==> src/rtl/sapdc_pkg.sv <==
// Package for the sector-aware patch diff chunker.
// Holds geometry constants, derived widths, record kinds and the FSM type.
// No dependencies.
package sapdc_pkg;

	localparam int CHUNK_MAX     = 32;
	localparam int SECTOR_SIZE   = 2352;
	localparam int SECTOR_DATA   = 2048;
	localparam int SECTOR_HEADER = 24;

	localparam int ADDR_W = (CHUNK_MAX > 1) ? $clog2(CHUNK_MAX) : 1;
	localparam int SEC_W  = $clog2(SECTOR_SIZE);
	localparam int FILL_W = 6;
	localparam int POS_W  = 32;
	localparam int ENTRY_W = 16;

	localparam logic [SEC_W-1:0] SEC_END_TH  = SEC_W'(SECTOR_DATA + SECTOR_HEADER - 1);
	localparam logic [SEC_W:0]   SEC_SIZE_C  = (SEC_W + 1)'(SECTOR_SIZE);
	localparam logic [SEC_W:0]   SEC_SKIP    = (SEC_W + 1)'(SECTOR_SIZE - SECTOR_DATA + 1);
	localparam logic [POS_W:0]   POS_SKIP    = (POS_W + 1)'(SECTOR_SIZE - SECTOR_DATA + 1);
	localparam logic [FILL_W-1:0] PART_FULL  = FILL_W'(CHUNK_MAX);

	// sector offset of a position: 2352 = 147 * 16, low 4 bits pass through,
	// the upper part is reduced mod 147 by a reciprocal multiply
	localparam int SEC_LO_W = 4;
	localparam int SEC_HI   = SECTOR_SIZE >> SEC_LO_W;
	localparam int HI_W     = POS_W - SEC_LO_W;
	localparam int RECIP_SH = HI_W + 8;
	localparam int RECIP_W  = 29;
	localparam logic [RECIP_W-1:0] RECIP_M = RECIP_W'((64'd1 << RECIP_SH) / SEC_HI);
	localparam int PROD_W   = HI_W + RECIP_W;
	localparam int QUO_W    = PROD_W - RECIP_SH;
	localparam int HREM_W   = SEC_W - SEC_LO_W + 1;
	localparam logic [HREM_W-1:0] SEC_HI_C = HREM_W'(SEC_HI);

	localparam logic KIND_HDR  = 1'b0;
	localparam logic KIND_DATA = 1'b1;

	typedef enum logic [1:0] {
		ST_IDLE,
		ST_HDR,
		ST_DATA
	} state_t;

endpackage

==> src/rtl/sapdc_ram.sv <==
// Generic single-port-write, single-port-read RAM with registered read data.
// Read data holds its value until the next read enable. No dependencies.
module sapdc_ram #(
	parameter int WIDTH = 16,
	parameter int DEPTH = 32,
	localparam int AW = (DEPTH > 1) ? $clog2(DEPTH) : 1
) (
	input  logic             clk,
	input  logic             we,
	input  logic [AW-1:0]    waddr,
	input  logic [WIDTH-1:0] wdata,
	input  logic             re,
	input  logic [AW-1:0]    raddr,
	output logic [WIDTH-1:0] rdata
);

	logic [WIDTH-1:0] mem [DEPTH];

	always_ff @(posedge clk) begin
		if (we) begin
			mem[waddr] <= wdata;
		end
		if (re) begin
			rdata <= mem[raddr];
		end
	end

endmodule

==> src/rtl/sector_aware_patch_diff_chunker_unit.sv <==
// Top level of the sector-aware patch diff chunker.
// Uses sapdc_pkg for constants and types, sapdc_ram for the chunk store.
//
// Usage:
//   s_* stream: one transaction per byte pair, tdata = {old_byte, new_byte},
//   tlast marks the final byte of the replacement data.
//   m_* stream: header records (tuser = 0, position and size) followed by
//   the chunk's byte pairs (tuser = 1); tlast on the final pair of a chunk.
//   APB register 0 (address 0) is start_offset; writing it restarts the run.
//   Pairs are stored in a 32-entry RAM. A pair that does not close a chunk,
//   or closes one with no differing byte, emits no record. A closing pair of
//   a differing chunk is followed by its header, then one RAM read per data
//   record, streamed one record per cycle while m_tready is high.
//   The in-sector offset is kept incrementally; after a start_offset write
//   or a 32-bit position wrap it is rebuilt by a reciprocal multiply and
//   one compare and subtract, during which s_tready is low.
//   Reset: start_offset and position 0, empty chunk, no rebuild pending.
//   A stalled receiver holds the output register; s_tready is low while a
//   chunk is being emitted, but the next pair is taken while the final
//   record of a chunk waits on m_tready.
module sector_aware_patch_diff_chunker_unit (
	input  logic        clk,
	input  logic        arst_n,
	// s_tdata: new_byte [7:0], old_byte [15:8]
	input  logic        s_tvalid,
	output logic        s_tready,
	input  logic [15:0] s_tdata,
	input  logic        s_tlast,
	// m_tdata: iso_position [31:0], record_size [37:32], new_byte_out [45:38],
	//          old_byte_out [53:46], zero [55:54]
	output logic        m_tvalid,
	input  logic        m_tready,
	output logic [55:0] m_tdata,
	// m_tuser: record_kind [0]
	output logic [0:0]  m_tuser,
	output logic        m_tlast,
	input  logic        psel,
	input  logic        penable,
	input  logic        pwrite,
	input  logic [2:0]  paddr,
	input  logic [31:0] pwdata,
	output logic [31:0] prdata,
	output logic        pready
);
	import sapdc_pkg::*;

	state_t state_q, state_d;

	logic [POS_W-1:0]  start_q;
	logic [POS_W-1:0]  pos_q;
	logic [SEC_W-1:0]  sec_q;
	logic [FILL_W-1:0] fill_q;
	logic              diff_q;

	logic [POS_W-1:0]  chunk_pos_q;
	logic [FILL_W-1:0] chunk_len_q;
	logic [FILL_W-1:0] issue_idx_q;
	logic              avail_q;

	logic              mod_busy_q;
	logic              mod_step_q;
	logic [POS_W-1:0]  mod_val_q;
	logic [QUO_W-1:0]  mod_quo_q;
	logic [HREM_W-1:0] mod_hrem;
	logic [HREM_W-1:0] mod_hfix;
	logic [SEC_W-1:0]  mod_sec;

	logic              out_valid_q;
	logic              out_kind_q;
	logic [POS_W-1:0]  out_pos_q;
	logic [FILL_W-1:0] out_size_q;
	logic [7:0]        out_nb_q;
	logic [7:0]        out_ob_q;
	logic              out_last_q;
	logic              out_free;

	logic              cfg_wr;
	logic              acc;
	logic [7:0]        in_nb;
	logic [7:0]        in_ob;
	logic              sector_end;
	logic [FILL_W-1:0] fill_new;
	logic              diff_new;
	logic              close;
	logic [POS_W:0]    pos_next;
	logic [SEC_W:0]    sec_sum;
	logic [SEC_W-1:0]  sec_next;

	logic              ram_we;
	logic              ram_re;
	logic [ADDR_W-1:0] ram_raddr;
	logic [ENTRY_W-1:0] ram_rdata;
	logic              ld_hdr;
	logic              ld_data;

	assign pready = 1'b1;
	assign cfg_wr = psel && penable && pwrite && pready && (paddr[2] == 1'b0);
	assign prdata = (paddr[2] == 1'b0) ? start_q : 32'd0;

	assign s_tready = (state_q == ST_IDLE) && !mod_busy_q;
	assign acc      = s_tvalid && s_tready;
	assign in_nb    = s_tdata[7:0];
	assign in_ob    = s_tdata[15:8];

	assign sector_end = (sec_q >= SEC_END_TH);
	assign fill_new   = fill_q + FILL_W'(1);
	assign diff_new   = diff_q || (in_nb != in_ob);
	assign close      = sector_end || (fill_new == PART_FULL) || s_tlast;
	assign pos_next   = {1'b0, pos_q} + (sector_end ? POS_SKIP : (POS_W + 1)'(1));
	assign sec_sum    = {1'b0, sec_q} + (sector_end ? SEC_SKIP : (SEC_W + 1)'(1));
	assign sec_next   = (sec_sum >= SEC_SIZE_C) ? SEC_W'(sec_sum - SEC_SIZE_C)
	                                            : sec_sum[SEC_W-1:0];

	// quotient may be one low, so the upper remainder is below twice 147
	assign mod_hrem = mod_val_q[SEC_LO_W+HREM_W-1:SEC_LO_W] - HREM_W'(mod_quo_q * SEC_HI);
	assign mod_hfix = (mod_hrem >= SEC_HI_C) ? mod_hrem - SEC_HI_C : mod_hrem;
	assign mod_sec  = {mod_hfix[SEC_W-SEC_LO_W-1:0], mod_val_q[SEC_LO_W-1:0]};

	assign out_free = !out_valid_q || m_tready;
	assign ram_we   = acc;

	sapdc_ram #(
		.WIDTH(ENTRY_W),
		.DEPTH(CHUNK_MAX)
	) u_store (
		.clk  (clk),
		.we   (ram_we),
		.waddr(fill_q[ADDR_W-1:0]),
		.wdata({in_nb, in_ob}),
		.re   (ram_re),
		.raddr(ram_raddr),
		.rdata(ram_rdata)
	);

	always_comb begin
		state_d   = state_q;
		ram_re    = 1'b0;
		ram_raddr = issue_idx_q[ADDR_W-1:0];
		ld_hdr    = 1'b0;
		ld_data   = 1'b0;
		case (state_q)
			ST_IDLE: begin
				if (acc && close && diff_new) begin
					state_d = ST_HDR;
				end
			end
			ST_HDR: begin
				if (out_free) begin
					ld_hdr    = 1'b1;
					ram_re    = 1'b1;
					ram_raddr = '0;
					state_d   = ST_DATA;
				end
			end
			ST_DATA: begin
				if (avail_q && out_free) begin
					ld_data = 1'b1;
					if (issue_idx_q < chunk_len_q) begin
						ram_re = 1'b1;
					end else begin
						state_d = ST_IDLE;
					end
				end
			end
			default: begin
				state_d = ST_IDLE;
			end
		endcase
	end

	always_ff @(posedge clk or negedge arst_n) begin
		if (!arst_n) begin
			state_q <= ST_IDLE;
		end else begin
			state_q <= state_d;
		end
	end

	always_ff @(posedge clk or negedge arst_n) begin
		if (!arst_n) begin
			start_q    <= '0;
			pos_q      <= '0;
			sec_q      <= '0;
			fill_q     <= '0;
			diff_q     <= 1'b0;
			mod_busy_q <= 1'b0;
			mod_step_q <= 1'b0;
		end else if (cfg_wr) begin
			start_q    <= pwdata;
			pos_q      <= pwdata;
			fill_q     <= '0;
			diff_q     <= 1'b0;
			mod_busy_q <= 1'b1;
			mod_step_q <= 1'b0;
		end else if (acc) begin
			pos_q <= pos_next[POS_W-1:0];
			if (close) begin
				fill_q <= '0;
				diff_q <= 1'b0;
			end else begin
				fill_q <= fill_new;
				diff_q <= diff_new;
			end
			if (pos_next[POS_W]) begin
				mod_busy_q <= 1'b1;
				mod_step_q <= 1'b0;
			end else begin
				sec_q <= sec_next;
			end
		end else if (mod_busy_q) begin
			if (!mod_step_q) begin
				mod_step_q <= 1'b1;
			end else begin
				mod_busy_q <= 1'b0;
				sec_q      <= mod_sec;
			end
		end
	end

	always_ff @(posedge clk) begin
		if (cfg_wr) begin
			mod_val_q <= pwdata;
		end else if (acc && pos_next[POS_W]) begin
			mod_val_q <= pos_next[POS_W-1:0];
		end
		if (mod_busy_q && !mod_step_q) begin
			mod_quo_q <= QUO_W'((PROD_W'(mod_val_q[POS_W-1:SEC_LO_W]) * PROD_W'(RECIP_M))
				>> RECIP_SH);
		end
		if (acc && close) begin
			chunk_pos_q <= pos_q - POS_W'(fill_q);
			chunk_len_q <= fill_new;
		end
	end

	always_ff @(posedge clk or negedge arst_n) begin
		if (!arst_n) begin
			avail_q     <= 1'b0;
			issue_idx_q <= '0;
		end else if (ld_hdr) begin
			avail_q     <= 1'b1;
			issue_idx_q <= FILL_W'(1);
		end else if (ld_data) begin
			if (ram_re) begin
				issue_idx_q <= issue_idx_q + FILL_W'(1);
			end else begin
				avail_q <= 1'b0;
			end
		end
	end

	always_ff @(posedge clk or negedge arst_n) begin
		if (!arst_n) begin
			out_valid_q <= 1'b0;
		end else if (ld_hdr || ld_data) begin
			out_valid_q <= 1'b1;
		end else if (m_tready) begin
			out_valid_q <= 1'b0;
		end
	end

	always_ff @(posedge clk) begin
		if (ld_hdr) begin
			out_kind_q <= KIND_HDR;
			out_pos_q  <= chunk_pos_q;
			out_size_q <= chunk_len_q;
			out_nb_q   <= '0;
			out_ob_q   <= '0;
			out_last_q <= 1'b0;
		end else if (ld_data) begin
			out_kind_q <= KIND_DATA;
			out_pos_q  <= '0;
			out_size_q <= '0;
			out_nb_q   <= ram_rdata[15:8];
			out_ob_q   <= ram_rdata[7:0];
			out_last_q <= (issue_idx_q == chunk_len_q);
		end
	end

	assign m_tvalid = out_valid_q;
	assign m_tuser  = out_kind_q;
	assign m_tlast  = out_last_q;
	assign m_tdata  = {2'b00, out_ob_q, out_nb_q, out_size_q, out_pos_q};

	// the store is never written while a chunk is being read out
	a_no_rw_overlap: assert property (@(posedge clk) disable iff (!arst_n)
		!(ram_we && ram_re))
		else $error("chunk store written during readout");

	a_issue_bound: assert property (@(posedge clk) disable iff (!arst_n)
		(state_q == ST_DATA) |-> (issue_idx_q <= chunk_len_q))
		else $error("read index beyond chunk length");

	a_last_is_data: assert property (@(posedge clk) disable iff (!arst_n)
		(m_tvalid && m_tlast) |-> (m_tuser == KIND_DATA))
		else $error("tlast on a header record");

	a_fill_bound: assert property (@(posedge clk) disable iff (!arst_n)
		fill_q < PART_FULL)
		else $error("chunk fill count reached part size");

endmodule

==> config.mk <==
export PLATFORM = sky130hd
export DESIGN_NAME = sector_aware_patch_diff_chunker_unit
export DESIGN_NICKNAME = d
export VERILOG_FILES = /design/src/rtl/sapdc_pkg.sv /design/src/rtl/sapdc_ram.sv /design/src/rtl/sector_aware_patch_diff_chunker_unit.sv
export SDC_FILE = /design/constraint.sdc
export NUM_CORES = 2
export LEC_CHECK = 0
export ABC_CLOCK_PERIOD_IN_PS = 18400
export BUFFER_PORTS_ARGS = -buffer_cell sky130_fd_sc_hd__buf_2
export CAP_MARGIN = 20
export CORE_MARGIN = 2
export CORE_UTILIZATION = 65
export CTS_CLUSTER_DIAMETER = 150
export DETAILED_ROUTE_END_ITERATION = 12
export PLACE_DENSITY = 0.83
export SYNTH_ARGS = -nofsm -noshare
export SYNTH_HDL_FRONTEND = slang
export SYNTH_SLANG_ARGS = --single-unit
==> constraint.sdc <==
create_clock -name clk -period 18.4 [get_ports clk]
set_clock_uncertainty 0.05 [all_clocks]
set_input_delay 0.92 -clock clk [delete_from_list [all_inputs] [get_ports clk]]
set_output_delay 0.92 -clock clk [all_outputs]
set_load 0.005 [all_outputs]
==> impl_metrics.json <==
{
  "via_count": 27588,
  "syn_avg_cell_area_um2": 12.95,
  "clkSinkCount": 758,
  "fmax_ghz": 0.1265,
  "clk_latency_ps": 620,
  "crit_fanout": 11,
  "dieArea_mm2": 0.07023,
  "ys_seq_area_frac": 0.4992,
  "r2r_start": "mod_val_q[12]",
  "cp_common_cell": "fa_1",
  "start_util": 0.6582,
  "grt_overflow": 0,
  "synth_top_area_cell": "edfxtp_1",
  "route.detailed.drc": 0,
  "grt_pass1_wl_um": 164600,
  "final_area_mm2": 0.04854,
  "routed_via_density": 6.136,
  "yosysWarnings": 0,
  "synth_compound_gate_area_share": 0.05049,
  "synth_top_family_by_area": "adder cells",
  "io_pins": 152,
  "grt_pass1_vias": 28506,
  "drtIter0Drc": 2941,
  "layout.cells.non_filler": 4496,
  "arrival_ps": 8220,
  "worstHoldPathType": "in -> async",
  "clkPwrFrac": 0.164,
  "nets": 4211,
  "synth_most_common_cell": "edfxtp_1",
  "dp.cells": 4353,
  "reg2reg_slack_ps": 10490,
  "yosysUniqueCellTypes": 78,
  "die_x_um": 265.0,
  "routedWlPerCell_um": 23.59,
  "crit_type": "reg -> reg",
  "rows": 95,
  "synth_cells": 3420,
  "dp_hpwl_um": 72440,
  "hold_buffers": 0,
  "syn-cell-area_mm2": 0.04428,
  "slowest_delay_ps": 900,
  "p_switching_mw": 4.144,
  "fin_crit_ps": 7905,
  "tns_ps": 0,
  "seq_power_share": 0.250,
  "rsz0062_at_grt": "false",
  "synth_edf_count": 645,
  "pwr-share-comb": 0.586,
  "critical_path.startpoint": "mod_val_q[12]",
  "period_share": 0.4296,
  "cts_setup_buffers": 0,
  "placed_area_mm2": 0.04596,
  "dr.pass1.iters": 5,
  "yosys.area_share.simple": 0.06736,
  "die_h_um": 265.0,
  "synth_xor_area_frac": 0.02504,
  "max_slew.worst_pin.slew_ps": 1127,
  "final_hold_viol_count": 0,
  "ir_worst_vdd_mv": 0.3095,
  "drv_cap": 0,
  "areaGrowthSynthToFinish_pct": 9.616,
  "worstSetupStartpointType": "flip-flop",
  "synth-main-ff-cell": "edfxtp_1",
  "synth.top_cell.area_share": 0.4374,
  "endpoint": "mod_quo_q[8]",
  "synth_commonest_cells": "edfxtp_1, inv_1, fa_1",
  "setup_viol": 0,
  "fp.coreArea_mm2": 0.06728,
  "end_kind": "flip-flop",
  "cts_buffers": 75,
  "htree_levels": 3,
  "path_cells": "fa_1, inv_1, fa_1, inv_1, fa_1, inv_1, fa_1, inv_1, fa_1, fa_1, inv_1, fa_1, inv_1, ha_1, and4_1, o2111ai_1, a211oi_1, nor2_1, o41ai_1, a211oi_1, o21bai_1, xnor2_1",
  "finalMaxSlewViolations": 0,
  "slowest_stage": "o41ai_1",
  "ys_seq_elements": 758,
  "numPortBuffers": 146,
  "relSlewSlack": 0.2481,
  "power_density_mw_per_mm2": 198.6,
  "ctsResizeCount": 0,
  "grt_max_degree": 92,
  "cp.required_ps": 18720,
  "routed_wl_um": 106100,
  "reg2reg_depth": 22,
  "clk_pin_slew_ps": 60,
  "cts_root_buf": "clkbuf_16",
  "clockBufferDepth": 3,
  "synth_fa_ha_area_frac": 0.2202,
  "yosys-mux-area-fraction": 0.07697,
  "drive_gt1_frac": 0.1386,
  "ys_top_cells_by_area": "edfxtp_1, fa_1, ha_1, dfrtp_1, inv_1",
  "antenna_found_initial": 6,
  "cts_tree": "yes",
  "ant_nets": 0,
  "place.gp.congestion": 0.9419,
  "async_flop_share": 0.1253,
  "p_leak_nw": 20.55,
  "swShare": 0.4300,
  "grt.total_usage": 0.3108,
  "r2r-end": "mod_quo_q[8]",
  "internal_power_mw": 5.494,
  "outcome": "finished, final reports clean"
}
cells in the final DEF (no fill, tap or decap), types with 24 or more instances in the layout:
cell type and count:
inv_1 568, nand3_1 67, mux2_2 80, ha_1 285, nor2b_1 42, buf_2 145, nor2_1 87, clkbuf_16 77
dfrtp_1 93, edfxtp_1 645, buf_4 48, o211ai_1 24, mux2i_1 69, a21oi_1 58, xor2_1 53, nand2_1 282
o21ai_0 199, mux4_2 80, and3_1 49, fa_1 309, xnor2_1 71
per-layer routing:
layer / track usage / routed length, µm / part of all wire
met1: 0.4048 / 39440 / 0.37
met2: 0.5207 / 52750 / 0.50
met3: 0.05406 / 8847 / 0.083
met4: 0.1322 / 4971 / 0.047
met5: 0 / 42 / 0.00040
power groups by stage:
stage	clock network, mW	logic, mW	registers (mW)
floorplan	0	4.24	2.33
global placement	0	5.37	2.43
detailed placement	0	5.58	2.43
CTS	1.58	5.66	2.40
global route	1.65	6.43	2.43
finish	1.58	5.65	2.41
flip-flops by register name, summed over array words and instances, names as in the netlist, 6 cells and up:
signal,flops
out_pos_q,32
out_nb_q,8
out_size_q,6
chunk_len_q,6
u_store.mem,512
fill_q,6
pos_q,32
mod_val_q,32
start_q,32
mod_quo_q,9
sec_q,12
chunk_pos_q,32
out_ob_q,8
issue_idx_q,6
u_store.rdata,16
worst min-delay path by stage:
stage | endpoint | start | slack, ps
floorplan | start_q[25] | start_q[25] | 390
finish | start_q[13] | arst_n | 150
detailed placement | out_nb_q[7] | out_nb_q[7] | 400
global placement | out_ob_q[7] | out_ob_q[7] | 390
CTS | start_q[13] | arst_n | 150
global route | start_q[20] | arst_n | 160
logic make-up (layout without fill, tap and decap cells):
kind of cell	after synthesis	count (layout)
compound gates	373	373
xor+xnor	125	125
fa+ha+maj	594	594
buf+inv	703	903
flops	758	758
mux	230	230
other cells	2	5
simple gates	635	635
stage by stage:
step	power, mW	utilization	hold WS (ps)	setup slack, ps
after floorplan	6.567	-	387.9	11860
after global placement	7.798	0.6832	391.0	10630
after detailed placement	8.017	0.6832	397.8	10540
after CTS	9.643	0.7212	145.4	10510
after global routing	10.51	0.7214	158.2	10180
final	9.638	0.7215	151.5	10490
area by class of cell:
class / instances / area [µm²]
clock buffer: 104 / 2118
antenna: 2 / 5.005
multi-input combinational: 1960 / 19540
sequential: 758 / 22110
tap: 873 / 1092
inverter: 569 / 2136
timing repair buffer: 194 / 1101
fill: 4179 / 18740
clock inverter: 36 / 436.7
critical path: cells and delay by family, from the launching register on:
kind / cells / cell delay [ps]
adders and majority gates: 8 / 4050
DFF: 1 / 700
and+or+nand+nor: 2 / 400
AOI/OAI and AO/OA: 5 / 1980
buffers and inverters: 6 / 390
xor gates and xnor gates: 1 / 80
Note: power is estimated with default switching activity, not from simulation.
